[config.mk]
export PLATFORM = sky130hd
export DESIGN_NAME = brya_regs
export DESIGN_NICKNAME = d
export VERILOG_FILES = /design/src/design/border_region_yuv_averager_core_assert.svh /design/src/design/brya_pkg.sv /design/src/design/brya_regs.sv
export SDC_FILE = /design/constraint.sdc
export NUM_CORES = 1
export LEC_CHECK = 0
export ABC_AREA = 1
export BUFFER_PORTS_ARGS = -buffer_cell sky130_fd_sc_hd__buf_2
export CAP_MARGIN = 20
export CORE_ASPECT_RATIO = 1.2
export CORE_UTILIZATION = 41
export CTS_CLUSTER_SIZE = 16
export DETAILED_ROUTE_END_ITERATION = 6
export PLACE_DENSITY = 0.85
export SLEW_MARGIN = 10
export SYNTH_ARGS = -nofsm -noshare
export SYNTH_HDL_FRONTEND = slang
export SYNTH_SLANG_ARGS = --single-unit
[constraint.sdc]
create_clock -name clk -period 1 [get_ports clk]
set_input_delay 0.15 -clock clk [delete_from_list [all_inputs] [get_ports clk]]
set_output_delay 0.15 -clock clk [all_outputs]
set_load 0.05 [all_outputs]
[src/design/border_region_yuv_averager_core_assert.svh]
// Assertion macros shared by the border-region averager modules.
// Needs nothing else; the assertion bodies drop out when SYNTHESIS is defined.
`ifndef BORDER_REGION_YUV_AVERAGER_CORE_ASSERT_SVH
`define BORDER_REGION_YUV_AVERAGER_CORE_ASSERT_SVH
`ifndef SYNTHESIS
// Property checked at each rising edge, switched off while reset is high.
`define BRYA_ASSERT(label, clk, rst, prop, msg) \
  label: assert property (@(posedge clk) disable iff (rst) prop) else $error(msg);
// Property checked at every rising edge, reset included.
`define BRYA_ASSERT_ALWAYS(label, clk, prop, msg) \
  label: assert property (@(posedge clk) prop) else $error(msg);
`else
`define BRYA_ASSERT(label, clk, rst, prop, msg)
`define BRYA_ASSERT_ALWAYS(label, clk, prop, msg)
`endif
`endif

[src/design/brya_pkg.sv]
// Shared types and constants of the border-region YUV averager.
// Used by the register block, the controller, the datapath and the top level.
`default_nettype none

package brya_pkg;

  // Default largest frame dimension handed to the top-level parameter.
  localparam int MAX_DIMENSION_DEFAULT = 4096;

  // Field and bus widths fixed by the interface.
  localparam int CFG_W    = 13;
  localparam int PIX_W    = 8;
  localparam int LANES    = 3;
  localparam int TDATA_W  = LANES * PIX_W;
  localparam int SUM_W    = 32;
  localparam int APB_A_W  = 3;
  localparam int APB_D_W  = 32;

  // Register values after reset.
  localparam logic [CFG_W-1:0] WIDTH_RESET  = 13'd640;
  localparam logic [CFG_W-1:0] HEIGHT_RESET = 13'd480;

  // Register index, taken from the word address.
  typedef enum logic {
    REG_WIDTH  = 1'b0,
    REG_HEIGHT = 1'b1
  } reg_idx_t;

  // Divider sequence: one saturation check, then one quotient bit a step.
  localparam int STEPS  = PIX_W + 1;
  localparam int STEP_W = $clog2(STEPS);
  localparam logic [STEP_W-1:0] STEP_LAST = STEP_W'(STEPS - 1);

  // Controller states.
  typedef enum logic [2:0] {
    ST_ACCUM,
    ST_AREA,
    ST_SCALE,
    ST_RECIP,
    ST_LOAD,
    ST_DIVIDE,
    ST_DONE
  } state_t;

  // Commands from the controller to the datapath.
  typedef struct packed {
    logic accept;
    logic area_en;
    logic scale_en;
    logic recip_en;
    logic div_load;
    logic div_first;
    logic div_step;
    logic out_load;
  } cmd_t;

  // Status from the datapath to the controller.
  typedef struct packed {
    logic frame_end;
    logic out_busy;
  } sts_t;

endpackage

`default_nettype wire

[src/design/brya_regs.sv]
// Configuration registers of the border-region averager behind an APB-style port.
// Depends on brya_pkg for widths, reset values and register indexes.
`default_nettype none

module brya_regs (
  input  wire logic                          clk,
  input  wire logic                          rst,
  input  wire logic                          psel,
  input  wire logic                          penable,
  input  wire logic                          pwrite,
  input  wire logic [brya_pkg::APB_A_W-1:0]  paddr,
  input  wire logic [brya_pkg::APB_D_W-1:0]  pwdata,
  output logic      [brya_pkg::APB_D_W-1:0]  prdata,
  output logic                               pready,
  output logic      [brya_pkg::CFG_W-1:0]    frame_width,
  output logic      [brya_pkg::CFG_W-1:0]    frame_height
);
  import brya_pkg::*;

  reg_idx_t reg_idx;
  logic     wr_en;

  // Registers sit at word addresses, so bit 2 picks the register.
  assign reg_idx = reg_idx_t'(paddr[2]);
  assign pready  = 1'b1;
  assign wr_en   = psel && penable && pwrite && pready;

  // Register writes on the access cycle.
  always_ff @(posedge clk) begin
    if (rst) begin
      frame_width  <= WIDTH_RESET;
      frame_height <= HEIGHT_RESET;
    end else if (wr_en) begin
      unique case (reg_idx)
        REG_WIDTH:  frame_width  <= pwdata[CFG_W-1:0];
        REG_HEIGHT: frame_height <= pwdata[CFG_W-1:0];
        default: ;
      endcase
    end
  end

  // Read data is the addressed register, zero-extended.
  always_comb begin
    unique case (reg_idx)
      REG_WIDTH:  prdata = APB_D_W'(frame_width);
      REG_HEIGHT: prdata = APB_D_W'(frame_height);
      default:    prdata = '0;
    endcase
  end

endmodule

`default_nettype wire

==> run_results.csv <==
group,metric,value,unit
status,status,"finished with violations",
status,violations,"setup timing",
grt,grt_pass1_wl,5602,um
route,drt_first_pass_iters,4,
floorplanning,dieArea,3673,um2
floorplanning,die-height,66.19,um
logic_synthesis,syn-cell-area,1408,um2
sta,relSlewSlack,60.47,%
logic_synthesis,synth-seq-cells,26,
layout,areaGrowthSynthToFinish,57.16,%
logic_synthesis,async_flop_share,0,%
placed_design,dpl_cell_area,1724,um2
worst_hold_path,hold_class,"in2reg",
floorplanning,coreArea,3166,um2
logic_synthesis,syn_area_per_cell,6.457,um2
clock_network,ctsHoldBuffers,0,
power,p_leak,1.135,nW
logic_synthesis,ys.warnings.count,0,
layout,post-route-util,69.88,%
logic_synthesis,netlist.area_leader.share,36.98,%
setup_path,crit_fanout,3,
route,route.detailed.vias_per_inst,4.570,
route,wl_per_cell,11.58,um
clock_network,htree_levels,1,
floorplanning,fp-row-count,22,
floorplanning,dieWidth,55.49,um
floorplanning,io_pins,99,
setup_path,crit_required,850,ps
sta,worst_pin_slew,592.4,ps
route,vias,1476,
logic_synthesis,synth_ff_type,"dfxtp_1",
logic_synthesis,synth_cells,218,
logic_synthesis,ys_seq_area_share,36.98,%
setup_path,arrival,1030,ps
grt,antenna_found_initial,0,
job,drv_cap,0,
logic_synthesis,synth-edff-count,0,
clock_network,clk_path_buf_depth,2,
setup_path,path_class,"reg2out",
grt,track_usage,19.23,%
clock_network,tritoncts.num_buffers,3,
sta,report.final.setup_viol,35,
clock_network,cts_tree,"yes",
setup_path,crit_start,"frame_width[1]",
power,p_total,0.002534,W
logic_synthesis,synth_cell_types,15,
route,drc_errors,0,
logic_synthesis,synthTopCellsByArea,"dfxtp_1, nand2_1, buf_4",
logic_synthesis,yosysTopAreaCell,"dfxtp_1",
grt,grt_pass1_vias,1317,
power,max-vdd-ir-drop,0.0008719,V
setup_path,startpoint_type,"flop",
placed_design,place.gp.congestion,0.7545,
sta,worst_slack,-181.3,ps
grt,grt-ovfl-total,0,
logic_synthesis,synth_most_common_cell,"nand2_1",
sta,finalCriticalPeriod,1181,ps
power,p_per_area,1146,nW/um2
route,drtAntennaViolNets,0,
sta,grt_setup_unrepaired,"yes",
sta,fmax,0.8465,GHz
sta,tns,-2665,ps
setup_path,crit_path_end_kind,"primary output",
clock_network,clkTransAtPathRegs,150,ps
sta,clock_skew,0,ps
grt,grt_max_degree,23,
layout,num-nets-final,328,
route,wl,3741,um
clock_network,clkLatencyLatePin,320,ps
floorplanning,start_util,44.47,%
placed_design,port-buffer-count,57,
placed_design,dp_hpwl,2334,um
layout,drive_above_1_share,45.30,%
clock_network,cts-root-buf,"clkbuf_4",
sta,slew_viol_final,0,
setup_path,timing.rr.start,"frame_width[2]",
sta,finalCritPeriodShare,118.1,%
route,dr.first_iter.drc_count,67,
clock_network,cts_sinks,26,
sta,final_hold_viol_count,0,
worst_hold_path,min_from,"pwdata[7]",
logic_synthesis,synthTopCellsByCount,"nand2_1, nor2_1, dfxtp_1, nand3_1, buf_4",
layout,finish.instance_area,2212,um2
layout,antenna_cells,0,
state kept, by name (all words and copies together) (netlist names):
register	flops
frame_height	13
frame_width	13
logic make-up after synthesis:
kind of cell | share of synthesized area, %
flip-flops | 36.98
AND/OR/NAND/NOR | 42.22
other | 0.5335
buffers and inverters | 20.27
metrics by stage:
stage,cells,hold slack [ps],worst slack [ps]
final,323,51.33,-181.3
after detailed placement,309,387.2,-117.8
after CTS,313,47.51,-137.1
after floorplan,236,276.1,-69.23
after global placement,309,380.1,-110.7
after global routing,323,35.60,-232.8
critical path: stages, from the launching register on:
cell,delay [ps]
dfxtp_2,390
nand2_2,60
nand2_2,110
buf_8,150
power breakdown:
| group | switching (W) | total (W) | internal (W) | leakage, nW |
|---|---|---|---|---|
| clock network | 0.000318 | 0.000540 | 0.000222 | 0.0210 |
| logic | 0.000595 | 0.000878 | 0.000283 | 0.896 |
| registers | 0.0000381 | 0.00112 | 0.00108 | 0.218 |
metal layers:
metal	track usage [%]	vias to the layer above	part of all wire [%]
met4	5.625	0	1.6
met3	2.935	6	4.2
met5	0	-	0
met2	38.55	55	57
li1	-	754	-
met1	20.51	661	38
final timing paths:
kind | slack (ps) | to | cells past startpoint
min reg2reg | 500 | frame_height[8] | 2
min | 50 | frame_width[7] | 3
max | -180 | prdata[1] | 3
max reg2reg | 280 | frame_width[2] | 3
cell type report:
type / instances / area [um2]
Clock buffer: 4 / 36.28
Fill cell: 285 / 953.4
Inverter: 15 / 58.81
Multi-Input combinational cell: 164 / 709.4
Sequential cell: 26 / 555.5
Tap cell: 36 / 45.04
Timing Repair Buffer: 78 / 807.0
placed cells by master, fill, tap and decap left out:
| cell | instances |
|---|---|
| nand2_1 | 58 |
| nor2_1 | 39 |
| nand3_1 | 26 |
| dfxtp_2 | 25 |
| buf_8 | 25 |
| buf_6 | 21 |
| conb_1 | 20 |
| buf_2 | 18 |
| nand2_2 | 16 |
| buf_4 | 14 |
| inv_1 | 13 |
| nor2_2 | 3 |
| clkbuf_4 | 3 |
| inv_4 | 1 |
| nand3_2 | 1 |
| clkinv_1 | 1 |
| nor2_4 | 1 |
| clkbuf_8 | 1 |
| dfxtp_4 | 1 |
timing repair:
action,in CTS,in global routing
setup endpoints to repair,39,39
pin swaps,1,2
setup buffers,0,10
resized for setup,71,45
(Power assumes the default switching activity.)
