--- config.mk ---
export PLATFORM = sky130hd
export DESIGN_NAME = brya_ctrl
export DESIGN_NICKNAME = d
export VERILOG_FILES = /design/src/design/brya_pkg.sv /design/src/design/brya_ctrl.sv
export VERILOG_INCLUDE_DIRS = /design/src /design/src/design
export SDC_FILE = /design/constraint.sdc
export NUM_CORES = 1
export LEC_CHECK = 0
export BUFFER_PORTS_ARGS = -buffer_cell sky130_fd_sc_hd__clkbuf_2
export CAP_MARGIN = 20
export CORE_AREA = 3 3 40 42
export CTS_CLUSTER_DIAMETER = 80
export DETAILED_ROUTE_END_ITERATION = 16
export DIE_AREA = 0 0 43 45
export GPL_ROUTABILITY_DRIVEN = 0
export GPL_TIMING_DRIVEN = 0
export HOLD_SLACK_MARGIN = 0.02
export PLACE_DENSITY_LB_ADDON = 0.3
export RECOVER_POWER = 25
export SLEW_MARGIN = 20
export SYNTH_ARGS = -nofsm -noshare
export SYNTH_HDL_FRONTEND = slang
export SYNTH_SLANG_ARGS = --single-unit
--- constraint.sdc ---
create_clock -name clk -period 3.3 [get_ports clk]
set_input_delay 0.495 -clock clk [delete_from_list [all_inputs] [get_ports clk]]
set_output_delay 0.495 -clock clk [all_outputs]
set_load 0.05 [all_outputs]
--- src/design/border_region_yuv_averager_core_assert.svh ---
// Assertion macros shared by the border-region averager modules.
// Needs nothing else; the assertion bodies drop out when SYNTHESIS is defined.
`ifndef BORDER_REGION_YUV_AVERAGER_CORE_ASSERT_SVH
`define BORDER_REGION_YUV_AVERAGER_CORE_ASSERT_SVH
`ifndef SYNTHESIS
// Property checked at each rising edge, switched off while reset is high.
`define BRYA_ASSERT(label, clk, rst, prop, msg) \
  label: assert property (@(posedge clk) disable iff (rst) prop) else $error(msg);
// Property checked at every rising edge, reset included.
`define BRYA_ASSERT_ALWAYS(label, clk, prop, msg) \
  label: assert property (@(posedge clk) prop) else $error(msg);
`else
`define BRYA_ASSERT(label, clk, rst, prop, msg)
`define BRYA_ASSERT_ALWAYS(label, clk, prop, msg)
`endif
`endif

--- src/design/brya_pkg.sv ---
// Shared types and constants of the border-region YUV averager.
// Used by the register block, the controller, the datapath and the top level.
`default_nettype none

package brya_pkg;

  // Default largest frame dimension handed to the top-level parameter.
  localparam int MAX_DIMENSION_DEFAULT = 4096;

  // Field and bus widths fixed by the interface.
  localparam int CFG_W    = 13;
  localparam int PIX_W    = 8;
  localparam int LANES    = 3;
  localparam int TDATA_W  = LANES * PIX_W;
  localparam int SUM_W    = 32;
  localparam int APB_A_W  = 3;
  localparam int APB_D_W  = 32;

  // Register values after reset.
  localparam logic [CFG_W-1:0] WIDTH_RESET  = 13'd640;
  localparam logic [CFG_W-1:0] HEIGHT_RESET = 13'd480;

  // Register index, taken from the word address.
  typedef enum logic {
    REG_WIDTH  = 1'b0,
    REG_HEIGHT = 1'b1
  } reg_idx_t;

  // Divider sequence: one saturation check, then one quotient bit a step.
  localparam int STEPS  = PIX_W + 1;
  localparam int STEP_W = $clog2(STEPS);
  localparam logic [STEP_W-1:0] STEP_LAST = STEP_W'(STEPS - 1);

  // Controller states.
  typedef enum logic [2:0] {
    ST_ACCUM,
    ST_AREA,
    ST_SCALE,
    ST_RECIP,
    ST_LOAD,
    ST_DIVIDE,
    ST_DONE
  } state_t;

  // Commands from the controller to the datapath.
  typedef struct packed {
    logic accept;
    logic area_en;
    logic scale_en;
    logic recip_en;
    logic div_load;
    logic div_first;
    logic div_step;
    logic out_load;
  } cmd_t;

  // Status from the datapath to the controller.
  typedef struct packed {
    logic frame_end;
    logic out_busy;
  } sts_t;

endpackage

`default_nettype wire

--- src/design/brya_ctrl.sv ---
// Controller of the border-region averager: sequences accumulation, divisor set-up,
// the per-frame division and the result hand-off. Depends on brya_pkg.
`default_nettype none
`include "border_region_yuv_averager_core_assert.svh"

module brya_ctrl (
  input  wire logic           clk,
  input  wire logic           rst,
  input  wire logic           s_tvalid,
  output logic                s_tready,
  input  wire brya_pkg::sts_t sts,
  output brya_pkg::cmd_t      cmd
);
  import brya_pkg::*;

  state_t            state;
  state_t            state_next;
  logic [STEP_W-1:0] step_cnt;
  logic [STEP_W-1:0] step_cnt_next;

  // State and step counter registers.
  always_ff @(posedge clk) begin
    if (rst) begin
      state    <= ST_ACCUM;
      step_cnt <= '0;
    end else begin
      state    <= state_next;
      step_cnt <= step_cnt_next;
    end
  end

  // Next state and commands.
  always_comb begin
    state_next    = state;
    step_cnt_next = step_cnt;
    cmd           = '0;
    s_tready      = 1'b0;
    unique case (state)
      ST_ACCUM: begin
        s_tready   = 1'b1;
        cmd.accept = s_tvalid;
        if (s_tvalid && sts.frame_end) begin
          state_next = ST_AREA;
        end
      end
      ST_AREA: begin
        cmd.area_en = 1'b1;
        state_next  = ST_SCALE;
      end
      ST_SCALE: begin
        cmd.scale_en = 1'b1;
        state_next   = ST_RECIP;
      end
      ST_RECIP: begin
        cmd.recip_en = 1'b1;
        state_next   = ST_LOAD;
      end
      ST_LOAD: begin
        cmd.div_load  = 1'b1;
        step_cnt_next = '0;
        state_next    = ST_DIVIDE;
      end
      ST_DIVIDE: begin
        cmd.div_step  = 1'b1;
        cmd.div_first = (step_cnt == '0);
        if (step_cnt == STEP_LAST) begin
          state_next = ST_DONE;
        end else begin
          step_cnt_next = step_cnt + STEP_W'(1);
        end
      end
      ST_DONE: begin
        // Wait until the output register is free for the new averages.
        if (!sts.out_busy) begin
          cmd.out_load = 1'b1;
          state_next   = ST_ACCUM;
        end
      end
      default: begin
        state_next = ST_ACCUM;
      end
    endcase
  end

  `BRYA_ASSERT(a_out_free, clk, rst, cmd.out_load |-> !sts.out_busy, "result overwrote a waiting word")
  `BRYA_ASSERT(a_stall_after_end, clk, rst, (cmd.accept && sts.frame_end) |=> !s_tready, "input not held off after frame end")
  `BRYA_ASSERT(a_divide_done, clk, rst, (state == ST_DIVIDE && step_cnt == STEP_LAST) |=> (state == ST_DONE), "divider did not finish after its last step")
  `BRYA_ASSERT(a_step_range, clk, rst, step_cnt <= STEP_LAST, "divider step count out of range")

endmodule

`default_nettype wire

==> run summary <==
critical path endpoint category - output pin
largest buffer count on any clock path - 2
Post-Synthesis Net Count - 62
required time of the critical path - 2.80 ns
average wire length per cell after detail routing - 11.2 um
maximum fanout encountered on the critical timing path - 10
Relative slew margins - 72.7%
Hold Crit Start - rst
total leakage power - 0.227 nW
worst reg2reg path endpoint - step_cnt[0]
Setup Skew - 0.00509 ns
DRC violations left - 0
die outline area - 1940 um^2
total power divided by cell area - 432 nW/um^2
clock period minus final worst setup slack - 2.31 ns
pin count of the biggest net entering global routing - 11
number of placement rows - 13
flop2flop setup slack - 1.84 ns
Fin. Hold Viols - 0
final critical-path share of the clock period - 70.1%
total power - 0.243 mW
final setup violation count - 0
die height - 45 um
number of vias per cell - 5.08
# nets final - 80
clock root buffer master - sky130_fd_sc_hd__clkbuf_4
max-slew violations - 0
final antenna diode count - 0
Setup Fix Bufs, Post-CTS - 0
Crit. Startpoint - state[2]
CTS buffer count - 3
HPWL after detailed placement - 739 um
Hold Path Stages - 2
overall fraction of global-route tracks in use - 11.2%
post-CTS sizing - 0
Post-DRT Antenna Nets - 0
RSZ-0062 raised after global routing - false
sum of negative setup slack - 0 ns
Reg2Reg Launch Point - step_cnt[0]
Warnings, synthesis - 0
path depth of the worst reg2reg path - 5
Mean Syn Cell Area - 8.42 um^2
area of the core region - 1280 um^2
# port buffers - 13
Post-Place Worst Slack - 1.41 ns
data arrival time of the critical path - 1.82 ns
post-synth design cell area - 463 um^2
area added between synthesis and finish - 21.6%
share of final-layout standard cells stronger than drive strength 1 - 25.0%
post-synthesis register bit count - 7
post-CTS clock slew at the launch and capture registers of the worst setup and hold paths - 0.05 ns
max frequency - 0.432 GHz
DR vias - 442
TritonCTS clock tree - done
worst ir drop on vdd - 0.218 mV
Die W - 43 um
initial detailed-routing violation count - 3
IO Count - 14
clock insertion delay at the later pin of the skew report - 0.26 ns
hold-fix buffer count after cts - 0
Worst Hold Class - in -> reg
startpoint type of the worst setup path - register
grt ovf - 0
status - finished, final reports clean
number of library cell types mapped by synthesis - 29
drt total wl - 978 um
MaxCap Viol Count - 0
Worst-Margin Slew - 0.410 ns
router iterations before antenna repair - 2
vias in the first global route - 375
category of the most critical setup path - reg -> out
Setup WS post-layout - 0.986 ns
antenna violations before repair - 0
initial core utilization - 36.0%
synthesized instance count - 55
sequential-to-total area share from yosys stat - 30.3%
number of clock sinks - 7
first-pass GRT wire length - 1610 um
H-tree depth - 1
Hold Path Sink - step_cnt[2]
-- power by group --
group / switching [mW] / internal, mW
registers: 0.00368 / 0.0882
clock network: 0.0320 / 0.0462
logic: 0.0512 / 0.0219
total: 0.0869 / 0.156
-- final cells by class --
class / count / area, um^2
plain buffers: 4 / 16.3
clock buffers: 4 / 26.3
fillers: 142 / 722
inverters: 2 / 7.51
multi-input cells: 42 / 289
flip-flops and latches: 7 / 140
well taps: 15 / 18.8
repair buffers: 13 / 65.1
-- routing by layer --
metal	vias to the layer above	global-route usage, %	routed length (um)
li1	236	-	-
met1	198	13.1	460
met2	6	17.4	459
met3	2	6.37	51
met4	0	3.61	7
met5	-	0	0
-- worst max-delay path by stage --
stage,slack (ns),end,cells after the start
2_1_floorplan,0.19,cmd[2],3
3_3_place_gp,1.45,cmd[2],4
3_5_place_dp,1.41,cmd[2],4
4_1_cts,1.13,cmd[2],4
5_1_grt,0.88,cmd[2],4
6_report,0.99,cmd[2],4
-- worst max-delay path, cell delays in order (launching register included) --
cell,delay (ns)
sky130_fd_sc_hd__dfxtp_1,0.37
sky130_fd_sc_hd__clkbuf_1,0.35
sky130_fd_sc_hd__and3b_1,0.29
sky130_fd_sc_hd__nor4bb_1,0.23
sky130_fd_sc_hd__clkbuf_2,0.32
-- flip-flops by register name (all words and copies together), names as in the netlist --
signal and cells:
step_cnt 4, state 3
-- per-stage QoR --
step | cell area (um^2) | instances | hold WS [ns] | utilization [%]
2_1_floorplan | 463 | 55 | 0.477 | -
3_3_place_gp | 547 | 83 | 0.509 | 42.6
3_5_place_dp | 547 | 83 | 0.513 | 42.6
4_1_cts | 573 | 87 | 0.508 | 44.6
5_1_grt | 563 | 87 | 0.519 | 43.8
6_report | 563 | 87 | 0.516 | 43.8
-- cells in the mapped netlist --
library cell	count	area share, %
sky130_fd_sc_hd__a211oi_1	2	3.2
sky130_fd_sc_hd__a21oi_1	5	5.4
sky130_fd_sc_hd__a311oi_1	1	1.9
sky130_fd_sc_hd__a31oi_1	1	1.4
sky130_fd_sc_hd__and2_1	1	1.4
sky130_fd_sc_hd__and3b_1	2	3.8
sky130_fd_sc_hd__and4b_1	1	2.2
sky130_fd_sc_hd__buf_2	3	3.2
sky130_fd_sc_hd__buf_6	1	2.4
sky130_fd_sc_hd__dfxtp_1	7	30
sky130_fd_sc_hd__ha_1	2	5.4
sky130_fd_sc_hd__inv_1	2	1.6
sky130_fd_sc_hd__mux2i_1	1	2.2
sky130_fd_sc_hd__nand2_1	3	2.4
sky130_fd_sc_hd__nand2b_1	1	1.4
sky130_fd_sc_hd__nand2b_4	1	3.0
sky130_fd_sc_hd__nand3_1	3	3.2
sky130_fd_sc_hd__nand3b_1	1	1.6
sky130_fd_sc_hd__nand4b_1	1	1.9
sky130_fd_sc_hd__nor2_1	2	1.6
sky130_fd_sc_hd__nor2b_1	1	1.4
sky130_fd_sc_hd__nor3_1	3	3.2
sky130_fd_sc_hd__nor3b_1	2	3.2
sky130_fd_sc_hd__nor4bb_1	1	2.2
sky130_fd_sc_hd__o21ai_0	3	3.2
sky130_fd_sc_hd__o31a_1	1	1.9
sky130_fd_sc_hd__or3_1	1	1.4
sky130_fd_sc_hd__or4b_1	1	2.2
sky130_fd_sc_hd__xnor2_1	1	1.9
-- placed cells by master, fill, tap and decap left out --
cell type                  instances
sky130_fd_sc_hd__nand2b_1          1
sky130_fd_sc_hd__or3_1             1
sky130_fd_sc_hd__nor2_1            2
sky130_fd_sc_hd__inv_1             2
sky130_fd_sc_hd__xnor2_1           1
sky130_fd_sc_hd__nand4b_1          1
sky130_fd_sc_hd__clkbuf_1          4
sky130_fd_sc_hd__clkbuf_2         13
sky130_fd_sc_hd__and3b_1           2
sky130_fd_sc_hd__a31oi_1           1
sky130_fd_sc_hd__nor3_1            3
sky130_fd_sc_hd__nand2b_4          1
sky130_fd_sc_hd__a311oi_1          1
sky130_fd_sc_hd__o31a_1            1
sky130_fd_sc_hd__nor3b_1           2
sky130_fd_sc_hd__a21oi_1           5
sky130_fd_sc_hd__o21ai_0           3
sky130_fd_sc_hd__nor4bb_1          1
sky130_fd_sc_hd__or4b_1            1
sky130_fd_sc_hd__nand2_1           3
sky130_fd_sc_hd__nand3_1           3
sky130_fd_sc_hd__mux2i_1           1
sky130_fd_sc_hd__dfxtp_1           7
sky130_fd_sc_hd__a211oi_1          2
sky130_fd_sc_hd__clkbuf_4          3
sky130_fd_sc_hd__ha_1              2
sky130_fd_sc_hd__nor2b_1           1
sky130_fd_sc_hd__buf_2             1
sky130_fd_sc_hd__and4b_1           1
sky130_fd_sc_hd__nand3b_1          1
sky130_fd_sc_hd__and2_1            1
-- logic make-up (layout without fill, tap and decap cells) --
family	after synthesis	count (layout)	share of synthesized area (%)
xor gates and xnor gates	1	1	1.89
DFF	7	7	30.3
buffers and inverters	6	23	7.30
muxes	1	1	2.16
AOI/OAI and AO/OA	13	13	17.0
adders and majority gates	2	2	5.40
and+or+nand+nor	25	25	35.9
No activity file was read; power rests on OpenSTA's default activity.
